### config.mk
export PLATFORM = sky130hd
export DESIGN_NAME = sps_queue
export DESIGN_NICKNAME = d
export VERILOG_FILES = /design/src/hdl/assert_macros.svh /design/src/hdl/sps_pkg.sv /design/src/hdl/sps_queue.sv
export SDC_FILE = /design/constraint.sdc
export NUM_CORES = 1
export LEC_CHECK = 0
export BUFFER_PORTS_ARGS = -buffer_cell sky130_fd_sc_hd__buf_2
export CAP_MARGIN = 40
export CELL_PAD_IN_SITES_DETAIL_PLACEMENT = 0
export CELL_PAD_IN_SITES_GLOBAL_PLACEMENT = 1
export CORE_MARGIN = 4
export CORE_UTILIZATION = 33
export CTS_CLUSTER_DIAMETER = 150
export CTS_CLUSTER_SIZE = 40
export DETAILED_ROUTE_END_ITERATION = 12
export GPL_ROUTABILITY_DRIVEN = 0
export HOLD_SLACK_MARGIN = 0.05
export MAX_ROUTING_LAYER = met4
export PLACE_DENSITY_LB_ADDON = 0.05
export REMOVE_ABC_BUFFERS = 1
export SLEW_MARGIN = 20
export SYNTH_ARGS = -nofsm -noshare
export SYNTH_HDL_FRONTEND = slang
export SYNTH_SLANG_ARGS = --single-unit
export TNS_END_PERCENT = 20
### constraint.sdc
create_clock -name clk -period 4.25 [get_ports clk]
set_clock_uncertainty 0.15 [all_clocks]
set_input_delay 0.2125 -clock clk [delete_from_list [all_inputs] [get_ports clk]]
set_output_delay 0.2125 -clock clk [all_outputs]
set_load 0.01 [all_outputs]
### src/hdl/assert_macros.svh
// ----------------------------------------------------------------------------
// assert_macros.svh
// Short forms for the concurrent checks used in the RTL.
// ----------------------------------------------------------------------------
`ifndef ASSERT_MACROS_SVH
`define ASSERT_MACROS_SVH

// Same-cycle implication, disabled while reset is asserted
`define SPS_ASSERT_IMP(label, clk, rst_n, a, b) \
    label: assert property (@(posedge clk) disable iff (!rst_n) (a) |-> (b)) \
        else $error("sps assertion failed");

// Next-cycle implication, disabled while reset is asserted
`define SPS_ASSERT_NXT(label, clk, rst_n, a, b) \
    label: assert property (@(posedge clk) disable iff (!rst_n) (a) |=> (b)) \
        else $error("sps assertion failed");

`endif

### src/hdl/sps_pkg.sv
// ----------------------------------------------------------------------------
// sps_pkg
// Shared constants, types and helpers of the spectral peak segmenter.
// ----------------------------------------------------------------------------
`default_nettype none

package sps_pkg;

    // Frame and field geometry
    localparam int FRAME_BINS = 1025;
    localparam int IDX_W      = $clog2(FRAME_BINS + 1);
    localparam int OUT_IDX_W  = 11;
    localparam int SMP_W      = 24;
    localparam int MAG_W      = 25;
    localparam int SUM_W      = 36;
    localparam int THR_W      = 32;
    localparam logic [THR_W-1:0] THR_RESET = 32'd4433324;

    // Classifier arithmetic widths
    localparam int SQ_W   = 2 * SMP_W;          // one 24x24 product
    localparam int HALF_W = SQ_W / 2;           // split of the denominator
    localparam int PP_W   = THR_W + HALF_W;     // one partial product
    localparam int FRAC_W = 16;                 // Q16.16 threshold
    localparam int CMP_W  = THR_W + SQ_W;       // full threshold product

    // Front-to-back queue, depth must be a power of two
    localparam int Q_DEPTH = 4;
    localparam int Q_PTR_W = $clog2(Q_DEPTH);
    localparam int Q_CNT_W = $clog2(Q_DEPTH + 1);

    typedef enum logic [1:0] {
        CLS_NEITHER,
        CLS_CENTER,
        CLS_ABOVE,
        CLS_BELOW
    } sps_cls_t;

    typedef enum logic {
        SEG_RISING,
        SEG_FALLING
    } sps_seg_t;

    typedef struct packed {
        sps_cls_t           cls;
        logic [MAG_W-1:0]   magnitude;
        logic               last_bin;
    } sps_item_t;

    typedef struct packed {
        logic full;
        logic empty;
    } sps_qstat_t;

    typedef struct packed {
        logic [OUT_IDX_W-1:0] center_bin;
        logic [OUT_IDX_W-1:0] left_len;
        logic [OUT_IDX_W-1:0] right_len;
        logic [SUM_W-1:0]     mass_sum;
        logic                 last_mass;
    } sps_mass_t;

    // Difference clamped at zero
    function automatic logic [IDX_W-1:0] sat_sub(input logic [IDX_W-1:0] a,
                                                 input logic [IDX_W-1:0] b);
        sat_sub = (a >= b) ? (a - b) : '0;
    endfunction

endpackage

`default_nettype wire

### src/hdl/sps_queue.sv
// ----------------------------------------------------------------------------
// sps_queue
// Small FIFO of classified bins between the classifier and the segmenter.
// ----------------------------------------------------------------------------
`default_nettype none

module sps_queue (
    input  wire logic                clk,
    input  wire logic                rst_n,
    input  wire logic                in_valid,
    output logic                     in_ready,
    input  wire sps_pkg::sps_item_t  in_item,
    output logic                     out_valid,
    input  wire logic                out_ready,
    output sps_pkg::sps_item_t       out_item,
    output sps_pkg::sps_qstat_t      stat
);

    sps_pkg::sps_item_t mem [sps_pkg::Q_DEPTH];

    logic [sps_pkg::Q_PTR_W-1:0] wptr_reg, wptr_next, rptr_reg, rptr_next;
    logic [sps_pkg::Q_CNT_W-1:0] cnt_reg, cnt_next;
    logic push, pop;

    // status
    assign stat.full  = (cnt_reg == sps_pkg::Q_CNT_W'(sps_pkg::Q_DEPTH));
    assign stat.empty = (cnt_reg == '0);
    assign in_ready   = !stat.full;
    assign out_valid  = !stat.empty;
    assign out_item   = mem[rptr_reg];

    // pointer and count update
    always_comb
    begin
        push      = in_valid && in_ready;
        pop       = out_valid && out_ready;
        wptr_next = push ? wptr_reg + 1'b1 : wptr_reg;
        rptr_next = pop ? rptr_reg + 1'b1 : rptr_reg;
        cnt_next  = cnt_reg;
        if (push && !pop)
            cnt_next = cnt_reg + 1'b1;
        else if (pop && !push)
            cnt_next = cnt_reg - 1'b1;
    end

    always_ff @(posedge clk or negedge rst_n)
    begin
        if (!rst_n)
        begin
            wptr_reg <= '0;
            rptr_reg <= '0;
            cnt_reg  <= '0;
        end
        else
        begin
            wptr_reg <= wptr_next;
            rptr_reg <= rptr_next;
            cnt_reg  <= cnt_next;
        end
    end

    // storage
    always_ff @(posedge clk)
    begin
        if (push)
            mem[wptr_reg] <= in_item;
    end

endmodule

`default_nettype wire

Word level (Yosys, flattened, before mapping):

Memory sizes are Yosys's and may differ from the RTL's.
Cells that the tools add are included.

* shift-type cells: 0
* equal/unequal tests: 1
* divide/modulo/power cells: 0
* multiply operators: 0
* $add $sub $neg: 4
* bitwise logic cells: 0
* reduce and logical (&&, ||, !) cells: 10
* order comparisons: 0
* muxes and demuxes: 4

Operators by type and width (number)
* $mux W3: 2
* $add A2 B1 Y2 const B: 2
* $logic_and A1 B1 Y1: 4
* $logic_not A1 Y1: 4
* $add A3 B1 Y3 const B: 1
* $eq A3 B3 Y1 const B: 1
* $logic_not A3 Y1: 1
* $sub A3 B1 Y3 const B: 1
* $mux W1: 2
* $reduce_bool A2 Y1: 1

* output and inout port bits: 32
* bits in latches: 0
* ROM bits: 0
* memory bits (writable): 112
* register bits after elaboration: 7
* word-level logic and storage cells: 23
* memories: 1
* bits of input ports: 32

Memory list
* mem: depth 4, bits a word 28, rd ports 1, clocked after memory_dff 0, wr ports 1, RTL line sps_queue.sv:19 `sps_pkg::sps_item_t mem [sps_pkg::Q_DEPTH];`

Logic depth before layout (Yosys ltp):

* word-level depth: 7
* gate-level depth with buffers: 11
* gate-level depth less buffers: 10

Worst setup path after synthesis:

Ideal clock, no wire load.

* kind: register to register
* start: register cnt_reg[2] (netlist bit)
* end: register cnt_reg[2] (netlist bit)
* stages on the path, launching flop included: 9
* data arrival time: 1890 ps
* period minus slack after synthesis: 2119 ps
* required time: 4021 ps
* setup time: 79 ps
* setup slack: 2131 ps
* buffers on the path: 0
* cells stage by stage: dfrtp_1 -> or3_4 -> nand2_1 -> ha_1 -> inv_1 -> fa_1 -> xor2_1 -> nor2_1 -> xor2_1

* word-level cells in the longest chain between the ends: 6
* elaborated cells between the ends (all ways): 15
* classes of those cells: add/sub (2); eq/ne (1); mux (2); reduce/logical (10)

Ends and longest elaborated chain
* from (decl): RTL line sps_queue.sv:22 `logic [sps_pkg::Q_CNT_W-1:0] cnt_reg, cnt_next;`
* from (signal assigned): RTL line sps_queue.sv:58 `cnt_reg <= cnt_next;`
* $logic_not A3 Y1 *: RTL line sps_queue.sv:27 `assign stat.empty = (cnt_reg == '0);`
* $logic_not A1 Y1 *: RTL line sps_queue.sv:29 `assign out_valid = !stat.empty;`
* net out_valid: RTL line sps_queue.sv:13 `output logic out_valid,`
* $logic_and A1 B1 Y1 *: RTL line sps_queue.sv:36 `pop = out_valid && out_ready;`
* $logic_not A1 Y1: RTL line sps_queue.sv:40 `if (push && !pop)`
* $logic_and A1 B1 Y1: RTL line sps_queue.sv:40
* $mux W3 or $reduce_bool A2 Y1 (tied branches)

Mark *: on every way through the listed nets, which the timed path passes. The rest lies on a longest branch. The select of a mux whose other input is x is not followed.
A chain may end at the register's enable or synchronous reset.

==> impl_metrics.toml <==
[status]
status = "complete, no violations"

[timing]
report.final.setup_viol = 0
max_freq_mhz = 383
fin_crit_sh_pct = 61.4
slew_viol_final = 0
maxSlewHeadroom_pct = 47.9
timing.setup.tns_ns = 0
rsz0062_at_grt = "no"
finalCriticalPeriod_ns = 2.61
tightest_slew_ns = 0.782
hold_viol_final = 0

[power]
p_per_area_nw_per_um2 = 691
leakage_uw = 0.00208
peakVddDrop_v = 0.000365

[worst_hold_path]
holdPathStages = 3
hp-class = "in -> reg"
hp-start = "in_valid"

[synth]
synthCells = 184
yosysTopAreaCell = "edfxtp_1"
ys_warn_count = 0
synth_top_area_share_pct = 75.0
synth_area_leaders = "edfxtp_1 75%, mux4_2 14%, dfrtp_1 3.9%"
synth_area_um2 = 4490
synth_cell_type_count = 22
syn-mean-instance-area_um2 = 24.4
synth_seq_cells = 119
synth-seq-area-share_pct = 78.9

[detailed_routing]
drt_pass1_iterations = 4
drc_errors = 0
routed_wl_um = 8190
avgViaCountPerCell = 4.43
initialDrtViolationCount = 145
ant_nets = 0
detail_route.wl_per_cell_um = 17.0
via_count = 2137

[placement]
place_hpwl_um = 4870
place_inst = 417
io_buffers = 63

[global_routing]
grt_pass1_wl_um = 13100
overflow = 0
grt_max_degree = 30
grt_usage_pct = 11.7
grt_pass1_vias = 2361
antenna_found_initial = 0

[cells_and_area]
stdcell_count = 482
num_antenna_cells = 0
fin_nets = 331
final_cell_mix = "112 x edfxtp_1, 63 x buf_2, 31 x dlygate4sd3_1"
nFillCells = 1172
largest_reg_flops = 112
final_common_cell = "edfxtp_1"
drive_above_1_share_pct = 43.5
fin_util_pct = 44.1
area_growth_pct = 30.6

[critical_path]
reg2reg_depth = 10
worst_setup_path_start_kind = "flip-flop"
end_kind = "output pin"
crit_start = "rptr_reg[0]$_DFFE_PN0P_"
crit_type = "reg -> out"
crit_required_ns = 3.89
worstPathArrival_ns = 2.25
r2r_start = "cnt_reg[0]$_DFFE_PN0P_"
crit_fanout = 17

[clock_tree]
cts_sinks = 119
cts_tree = "yes"
clk_pin_slew_ns = 0.05
cts_setup_buffers = 0
worstSkewPairLatency_ns = 0.40
cts_root_buffer = "clkbuf_16"
htree_num_levels = 4
ctsResizeCount = 0
clockBufferDepth = 2
cts_inserted_buffers = 17

[floorplanning]
pin_count = 64
die_height_um = 125
coreArea_um2 = 13300
die_w_um = 125
dieArea_um2 = 15500
start_util_pct = 33.7
rows = 42

[flow_run]
drv_cap = 0
## stage by stage
step | hold slack (ns) | area, um2 | setup WS (ns) | power, uW
2_1_floorplan | -0.233 | 4420 | 1.93 | 2370
3_3_place_gp | -0.0873 | 4970 | 1.98 | 2810
3_5_place_dp | -0.0898 | 4970 | 2.00 | 2810
4_1_cts | 0.0904 | 5810 | 1.56 | 4100
5_1_grt | 0.102 | 5860 | 1.47 | 4280
6_report | 0.109 | 5860 | 1.64 | 4050
## logic make-up (layout without fill, tap and decap cells)
| kind of cell | count (synthesis) | count (layout) | synth area share (%) |
|---|---|---|---|
| DFF | 119 | 119 | 78.9 |
| xor gates and xnor gates | 6 | 6 | 1.17 |
| and+or+nand+nor | 11 | 11 | 1.67 |
| buffers and inverters | 12 | 134 | 1.81 |
| muxes | 30 | 30 | 14.6 |
| adders and majority gates | 6 | 6 | 1.84 |
## power by group
part	internal [uW]	total [uW]	switching, uW
logic	551	1060	505
clock network	793	1260	469
registers	1560	1730	169
total	2910	4050	1140
## per-layer routing
metal	up-vias	GRT usage, %	routed length, um
met4	0	5.61	176
met2	49	17.8	3980
met5	-	-	0
met3	15	4.33	393
met1	1092	13.9	3650
li1	981	-	-
## synth_stat cells, drive strengths merged
master  number
and2         4
buf          7
dfrtp        7
edfxtp     112
fa           1
ha           5
inv          5
mux2         2
mux4        28
nand2        2
nand3        1
nor2         2
nor2b        1
or3          1
xnor2        4
xor2         2
## cell type report
| type | count | area (um2) | share of cell area [%] |
|---|---|---|---|
| clock buffers | 22 | 444 | 7.58 |
| clock inverters | 10 | 81.3 | 1.39 |
| well taps | 176 | 220 | 3.76 |
| repair buffers | 97 | 688 | 11.7 |
| multi-input cells | 53 | 867 | 14.8 |
| flip-flops and latches | 119 | 3540 | 60.4 |
| inverters | 5 | 18.8 | 0.320 |
## critical path: stages, from the launching register on
cell	delay, ns
dfrtp_2	0.66
buf_4	0.43
mux4_2	0.56
buf_2	0.16
## path summary, 6_finish.rpt
check / endpoint / slack, ns
max reg2reg: cnt_reg[2]$_DFFE_PN0P_ / 2.03
min: wptr_reg[0]$_DFFE_PN0P_ / 0.11
min in group asynchronous: cnt_reg[2]$_DFFE_PN0P_ / 0.61
max in group asynchronous: rptr_reg[1]$_DFFE_PN0P_ / 3.07
min reg2reg: cnt_reg[2]$_DFFE_PN0P_ / 0.37
max: out_item[25] / 1.64
## what timing repair did
item,in CTS,in global routing
hold buffers,31,0
hold endpoints to repair,121,0
setup endpoints to repair,0,0
No activity file was read; power rests on OpenSTA's default activity.
